==> config.mk <==
export PLATFORM = sky130hd
export DESIGN_NAME = ppeds_front_flat
export DESIGN_NICKNAME = d
export VERILOG_FILES = /design/src/design/ppeds_pkg.sv /design/src/design/ppeds_if.sv /design/src/design/ppeds_front.sv /design/src/flat_wrapper.sv
export SDC_FILE = /design/constraint.sdc
export NUM_CORES = 1
export LEC_CHECK = 0
export ABC_CLOCK_PERIOD_IN_PS = 4600
export BUFFER_PORTS_ARGS = -buffer_cell sky130_fd_sc_hd__buf_2
export CORE_MARGIN = 8
export CORE_UTILIZATION = 23
export DETAILED_ROUTE_END_ITERATION = 7
export GPL_TIMING_DRIVEN = 0
export PLACE_DENSITY = 0.51
export SETUP_SLACK_MARGIN = 0.3
export SLEW_MARGIN = 25
export SYNTH_ARGS = -nofsm -noshare
export SYNTH_HDL_FRONTEND = slang
export SYNTH_SLANG_ARGS = --single-unit
==> constraint.sdc <==
create_clock -name i_clk -period 4.6 [get_ports i_clk]
set_input_delay 0.46 -clock i_clk [delete_from_list [all_inputs] [get_ports i_clk]]
set_output_delay 0.46 -clock i_clk [all_outputs]
set_load 0.01 [all_outputs]
==> src/design/ppeds_pkg.sv <==
// Package for the point to polygon edge distance block: widths, types and states.
// No dependencies.
package ppeds_pkg;
    localparam int COORD_BITS = 24;
    localparam int DIFF_BITS  = COORD_BITS + 1;
    localparam int SQ_BITS    = 2 * DIFF_BITS;
    localparam int SUM_BITS   = SQ_BITS + 1;
    localparam int DOT_BITS   = SQ_BITS + 1;
    localparam int DIST_BITS  = 50;
    localparam int DIV_BITS   = SUM_BITS;
    localparam int CNT_BITS   = $clog2(2 * DIV_BITS + 1);
    localparam int LO_BITS    = SUM_BITS / 2;
    localparam int HI_BITS    = SUM_BITS - LO_BITS;
    localparam logic [DIST_BITS-1:0] DIST_MAX = '1;

    typedef logic signed [COORD_BITS-1:0] t_coord;

    typedef struct packed {
        t_coord ax;
        t_coord ay;
        t_coord bx;
        t_coord by;
        t_coord px;
        t_coord py;
        logic   open_poly;
        logic   emit;
    } t_edge;

    typedef enum logic [3:0] {
        ST_IDLE, ST_DIFF, ST_PROD, ST_SUM, ST_SQ, ST_NUM, ST_DIV, ST_TAKE, ST_EMIT
    } t_state;
endpackage

==> src/design/ppeds_if.sv <==
// Valid/ready channel interfaces for the vertex input and the distance output.
// Depends on ppeds_pkg.
interface ppeds_in_if;
    import ppeds_pkg::*;
    logic   valid;
    logic   ready;
    t_coord vertex_x;
    t_coord vertex_y;
    t_coord test_x;
    t_coord test_y;
    logic   last_vertex;
    modport source(output valid, vertex_x, vertex_y, test_x, test_y, last_vertex,
                   input ready);
    modport sink(input valid, vertex_x, vertex_y, test_x, test_y, last_vertex,
                 output ready);
endinterface


==> src/design/ppeds_front.sv <==
// Front end: takes vertex beats, tracks first/previous vertex, queues edge jobs.
// Depends on ppeds_pkg and ppeds_if.
module ppeds_front
    import ppeds_pkg::*;
(
    input  logic        i_clk,
    input  logic        i_rst_n,
    ppeds_in_if.sink    i_vtx,
    input  logic        i_q_ready,
    output logic        o_q_valid,
    output t_edge       o_q_edge
);
    logic   r_mid;
    logic   r_pend;
    t_coord r_fx, r_fy, r_vx, r_vy, r_px, r_py;
    logic   r_qv;
    t_edge  r_q;
    logic   q_free, acc;
    t_coord ax, ay;

    assign q_free      = !r_qv || i_q_ready;
    assign i_vtx.ready = q_free && !r_pend;
    assign acc         = i_vtx.valid && i_vtx.ready;
    assign o_q_valid   = r_qv;
    assign o_q_edge    = r_q;
    assign ax = r_mid ? r_vx : i_vtx.vertex_x;
    assign ay = r_mid ? r_vy : i_vtx.vertex_y;

    always_ff @(posedge i_clk) begin
        if (!i_rst_n) begin
            r_mid  <= 1'b0;
            r_pend <= 1'b0;
            r_qv   <= 1'b0;
        end else begin
            r_qv <= (r_pend && q_free) || acc || (r_qv && !q_free);
            if (r_pend && q_free) begin
                r_pend <= 1'b0;
                r_q    <= '{ax: r_vx, ay: r_vy, bx: r_fx, by: r_fy, px: r_px, py: r_py,
                            open_poly: 1'b0, emit: 1'b1};
            end else if (acc) begin
                r_q  <= '{ax: ax, ay: ay, bx: i_vtx.vertex_x, by: i_vtx.vertex_y,
                          px: r_mid ? r_px : i_vtx.test_x,
                          py: r_mid ? r_py : i_vtx.test_y,
                          open_poly: !r_mid, emit: 1'b0};
                if (!r_mid) begin
                    r_fx <= i_vtx.vertex_x;
                    r_fy <= i_vtx.vertex_y;
                    r_px <= i_vtx.test_x;
                    r_py <= i_vtx.test_y;
                end
                r_vx   <= i_vtx.vertex_x;
                r_vy   <= i_vtx.vertex_y;
                r_mid  <= !i_vtx.last_vertex;
                r_pend <= i_vtx.last_vertex;
            end
        end
    end

`ifndef SYNTHESIS
    a_no_acc_pend: assert property (@(posedge i_clk) disable iff (!i_rst_n)
        r_pend |-> !acc) else $error("beat taken while closing edge pending");
    a_pend_clears: assert property (@(posedge i_clk) disable iff (!i_rst_n)
        (r_pend && q_free) |=> !r_pend) else $error("closing edge stuck");
    a_last_pend: assert property (@(posedge i_clk) disable iff (!i_rst_n)
        (acc && i_vtx.last_vertex) |=> (r_pend && !r_mid))
        else $error("last vertex did not schedule close");
`endif
endmodule

==> src/flat_wrapper.sv <==
// flat-port wrapper written by rule: the top's interface ports become plain ports
module ppeds_front_flat import ppeds_pkg::*;
  (i_clk, i_rst_n, i_q_ready, o_q_valid, o_q_edge, i_vtx_valid, i_vtx_vertex_x, i_vtx_vertex_y, i_vtx_test_x, i_vtx_test_y, i_vtx_last_vertex, i_vtx_ready);
  ppeds_in_if i_vtx_i ();
  input  logic i_clk;
  input  logic i_rst_n;
  input  logic i_q_ready;
  output logic o_q_valid;
  output t_edge o_q_edge;
  input wire logic [$bits(i_vtx_i.valid)-1:0] i_vtx_valid;
  input wire logic [$bits(i_vtx_i.vertex_x)-1:0] i_vtx_vertex_x;
  input wire logic [$bits(i_vtx_i.vertex_y)-1:0] i_vtx_vertex_y;
  input wire logic [$bits(i_vtx_i.test_x)-1:0] i_vtx_test_x;
  input wire logic [$bits(i_vtx_i.test_y)-1:0] i_vtx_test_y;
  input wire logic [$bits(i_vtx_i.last_vertex)-1:0] i_vtx_last_vertex;
  output wire logic [$bits(i_vtx_i.ready)-1:0] i_vtx_ready;
  assign i_vtx_i.valid = i_vtx_valid;
  assign i_vtx_i.vertex_x = i_vtx_vertex_x;
  assign i_vtx_i.vertex_y = i_vtx_vertex_y;
  assign i_vtx_i.test_x = i_vtx_test_x;
  assign i_vtx_i.test_y = i_vtx_test_y;
  assign i_vtx_i.last_vertex = i_vtx_last_vertex;
  assign i_vtx_ready = i_vtx_i.ready;
  ppeds_front u_core (.i_clk(i_clk), .i_rst_n(i_rst_n), .i_vtx(i_vtx_i), .i_q_ready(i_q_ready), .o_q_valid(o_q_valid), .o_q_edge(o_q_edge));
endmodule
==> impl_metrics.py <==
metrics = {
    "pwr": {
        "peakVddDrop_uv": 184,
        "power_frac_comb_pct": 8.8,
        "pwr-share-clk_pct": 42.8,
        "intPower_mw": 5.11,
        "switching_power_mw": 1.43,
        "power.leakage_nw": 5.31,
        "seqPwrFrac_pct": 48.4,
        "cellPowerDensity_nw_per_um2": 448,
        "p_total_mw": 6.54,
        "swShare_pct": 21.9,
    },
    "worst_setup_path": {
        "crit_path_start_kind": "flop",
        "path_depth": 7,
        "crit_path_end_kind": "flop",
        "reg2reg_from": "u_core.r_pend",
        "arrival_ps": 2880,
        "cpPeakStageDelay_ps": 480,
        "reg2reg_slack_ps": 1920,
        "rr_worst_depth": 7,
        "critical_path_class": "reg2reg",
        "path_buf_inv": 5,
        "path_cells": "clkbuf_2 > nand2_1 > inv_2 > buf_2 > o21a_4 > buf_16 > buf_16",
        "cp_slowest_cell": "o21a_4",
        "reg2reg_to": "u_core.o_q_edge[124]",
        "worst_path_most_repeated_cell": "buf_16",
        "worstPathMaxFanout": 47,
        "required_ps": 4800,
        "path_delay_family": "buffers and inverters",
    },
    "finish": {
        "final_util_pct": 30.0,
        "drive_above_1_share_pct": 62.3,
        "stdcell_count": 1464,
        "nets": 915,
        "fin_area_um2": 14600,
        "area_growth_pct": 29.7,
    },
    "clock_tree": {
        "postCtsHoldBufs": 0,
        "clk_latency_ps": 520,
        "cts_setup_buffers": 0,
        "clock_sinks": 293,
        "post_cts_resized": 0,
        "cts_made_buffers": 35,
        "clock_path_buffers": 3,
        "htreeDepth": 2,
        "cts_tree": "yes",
        "clk_pin_slew_ps": 60,
        "root_buffer": "clkbuf_16",
    },
    "sta": {
        "worst_pin_slew_ps": 574,
        "timing.final.crit_share_pct": 58.3,
        "rsz0062_at_grt": "false",
        "timing.fmax_mhz": 373,
        "finalHoldViolCount": 0,
        "clock_skew_ps": 8.38,
        "setup_viol_count_final": 0,
        "hold_slack_ps": 154,
        "relSlewSlack_pct": 61.6,
        "setup-tns-final_ps": 0,
        "finalCriticalPeriod_ps": 2680,
        "setup_ws_ps": 1920,
        "slew_violations": 0,
    },
    "global_route": {
        "use_met2_pct": 15.4,
        "met1_usage_pct": 11.3,
        "antenna_found_initial": 6,
        "grt.total_usage_pct": 9.54,
        "grt_use_met3_pct": 3.87,
        "grt_pass1_wl_um": 41000,
        "overflow": 0,
        "grt_pass1_vias": 6349,
        "grt_max_degree": 48,
        "grt_busiest_layer": "met2",
    },
    "route": {
        "routed_wl_um": 27500,
        "ant_nets": 0,
        "viasPerCell": 4.00,
        "drcViolationCount": 0,
        "via_count": 5851,
        "drt_iter0_markers": 285,
        "drt_first_pass_iters": 7,
        "wl_per_cell_um": 18.8,
    },
    "min_path": {
        "worst_hold_startpoint": "i_vtx_vertex_x[3]",
        "hold_class": "in2reg",
        "hold_end": "u_core.r_fx[3]",
        "hold_depth": 1,
    },
    "synthesis": {
        "netlist_area_um2": 11300,
        "syn-num-nets": 624,
        "ys_seq_area_share_pct": 77.9,
        "ys_types": 24,
        "synth-seq-cells": 293,
        "netlist_instances": 523,
        "syn_avg_cell_area_um2": 21.5,
        "ys_warn_count": 0,
    },
    "place": {
        "placedInstanceArea_um2": 13400,
        "io_buffers": 248,
        "dp_worst_setup_slack_ps": 1530,
        "gp_congestion": 0.706,
        "dp_hpwl_um": 18400,
        "placed_cells_incl_taps": 1399,
    },
    "floorplanning": {
        "core_um2": 48600,
        "io_pins": 249,
        "fp.dieH_um": 237,
        "die_x_um": 237,
        "start_util_pct": 23.1,
        "rows": 81,
        "die_area_um2": 56300,
    },
    "outcome": {
        "status": "completed",
    },
    "flow_run": {
        "cap_violations": 0,
    },
}
## cells in the mapped netlist
cell	count	area, um^2
and2_1	1	6.26
o221a_2	1	11.3
nand2b_1	1	6.26
mux2_4	18	270
nand2_1	1	3.75
nor2_1	1	3.75
buf_6	5	56.3
clkbuf_2	1	5.00
o21a_1	1	7.51
o21ai_0	1	5.00
nor2b_1	1	6.26
nor3b_1	1	7.51
a21oi_2	1	8.76
mux2_1	3	33.8
mux2_2	171	1930
edfxtp_1	290	8710
nand3_1	2	10.0
inv_2	1	3.75
nand4b_1	1	8.76
buf_4	7	52.6
o31a_1	1	8.76
dfxtp_1	3	60.1
buf_2	9	45.0
and3_1	1	6.26
## power by group through the flow
stage          sequential [mW]  combinational (mW)  clock (mW)
2_1_floorplan             3.27               0.289           0
3_3_place_gp              3.25               0.562           0
3_5_place_dp              3.23               0.592           0
4_1_cts                   3.17               0.596        2.91
5_1_grt                   3.18               0.630        3.01
6_report                  3.17               0.575        2.80
## sequential cells by signal, summed over array words and instances, names as in the netlist
name / count
u_core.o_q_edge: 146
u_core.o_q_valid: 1
u_core.r_fx: 24
u_core.r_fy: 24
u_core.r_mid: 1
u_core.r_pend: 1
u_core.r_px: 24
u_core.r_py: 24
u_core.r_vx: 24
u_core.r_vy: 24
## how the worst max path moves through the flow
stage	from	end	slack, ps
2_1_floorplan	i_q_ready	u_core.r_px[0]	1020
6_report	u_core.r_pend	u_core.o_q_edge[124]	1920
3_3_place_gp	i_q_ready	u_core.r_vx[3]	-1080
3_5_place_dp	i_q_ready	u_core.o_q_edge[119]	1530
4_1_cts	u_core.r_pend	u_core.o_q_edge[68]	1780
5_1_grt	u_core.r_pend	u_core.o_q_edge[118]	1690
## kinds of logic (layout without fill, tap and decap cells)
group           count (synthesis)  after routing  synth area share [%]
flops                         293            293                  77.9
buf+inv                        23            339                  1.44
compound gates                  5              5                 0.367
simple gates                   10             10                 0.522
other cells                     0              3                     0
mux                           192            192                  19.8
## layout by cell type (no fill, tap or decap), types with 2 or more instances in the layout
master,count
clkinv_2,6
bufinv_16,4
buf_2,257
buf_4,7
buf_16,3
buf_6,5
mux2_4,18
mux2_2,171
buf_12,3
clkbuf_1,4
clkinv_1,6
clkinv_4,2
dfxtp_1,3
mux2_1,3
diode_2,3
clkbuf_16,37
edfxtp_1,290
nand3_1,2
## worst reg2reg max path: stages, from the launching register on
cell and delay [ps]:
dfxtp_1 300, clkbuf_2 190, nand2_1 200, inv_2 170, buf_2 340, o21a_4 490, buf_16 280, buf_16 340
## layer usage
metal | vias up | share of wire (%)
met5 | - | 0.13
met2 | 148 | 49
met4 | 6 | 2.6
met1 | 2963 | 41
li1 | 2682 | -
met3 | 52 | 7.7
## final cells by class
class | count | area [um^2]
diodes | 3 | 7.51
plain buffers | 22 | 159
clock buffers | 42 | 955
clock inverters | 20 | 206
fillers | 4840 | 34000
inverters | 1 | 3.75
multi-input cells | 207 | 2340
flip-flops and latches | 293 | 8770
well taps | 622 | 778
repair buffers | 254 | 1380
Note: power is estimated with default switching activity, not from simulation.
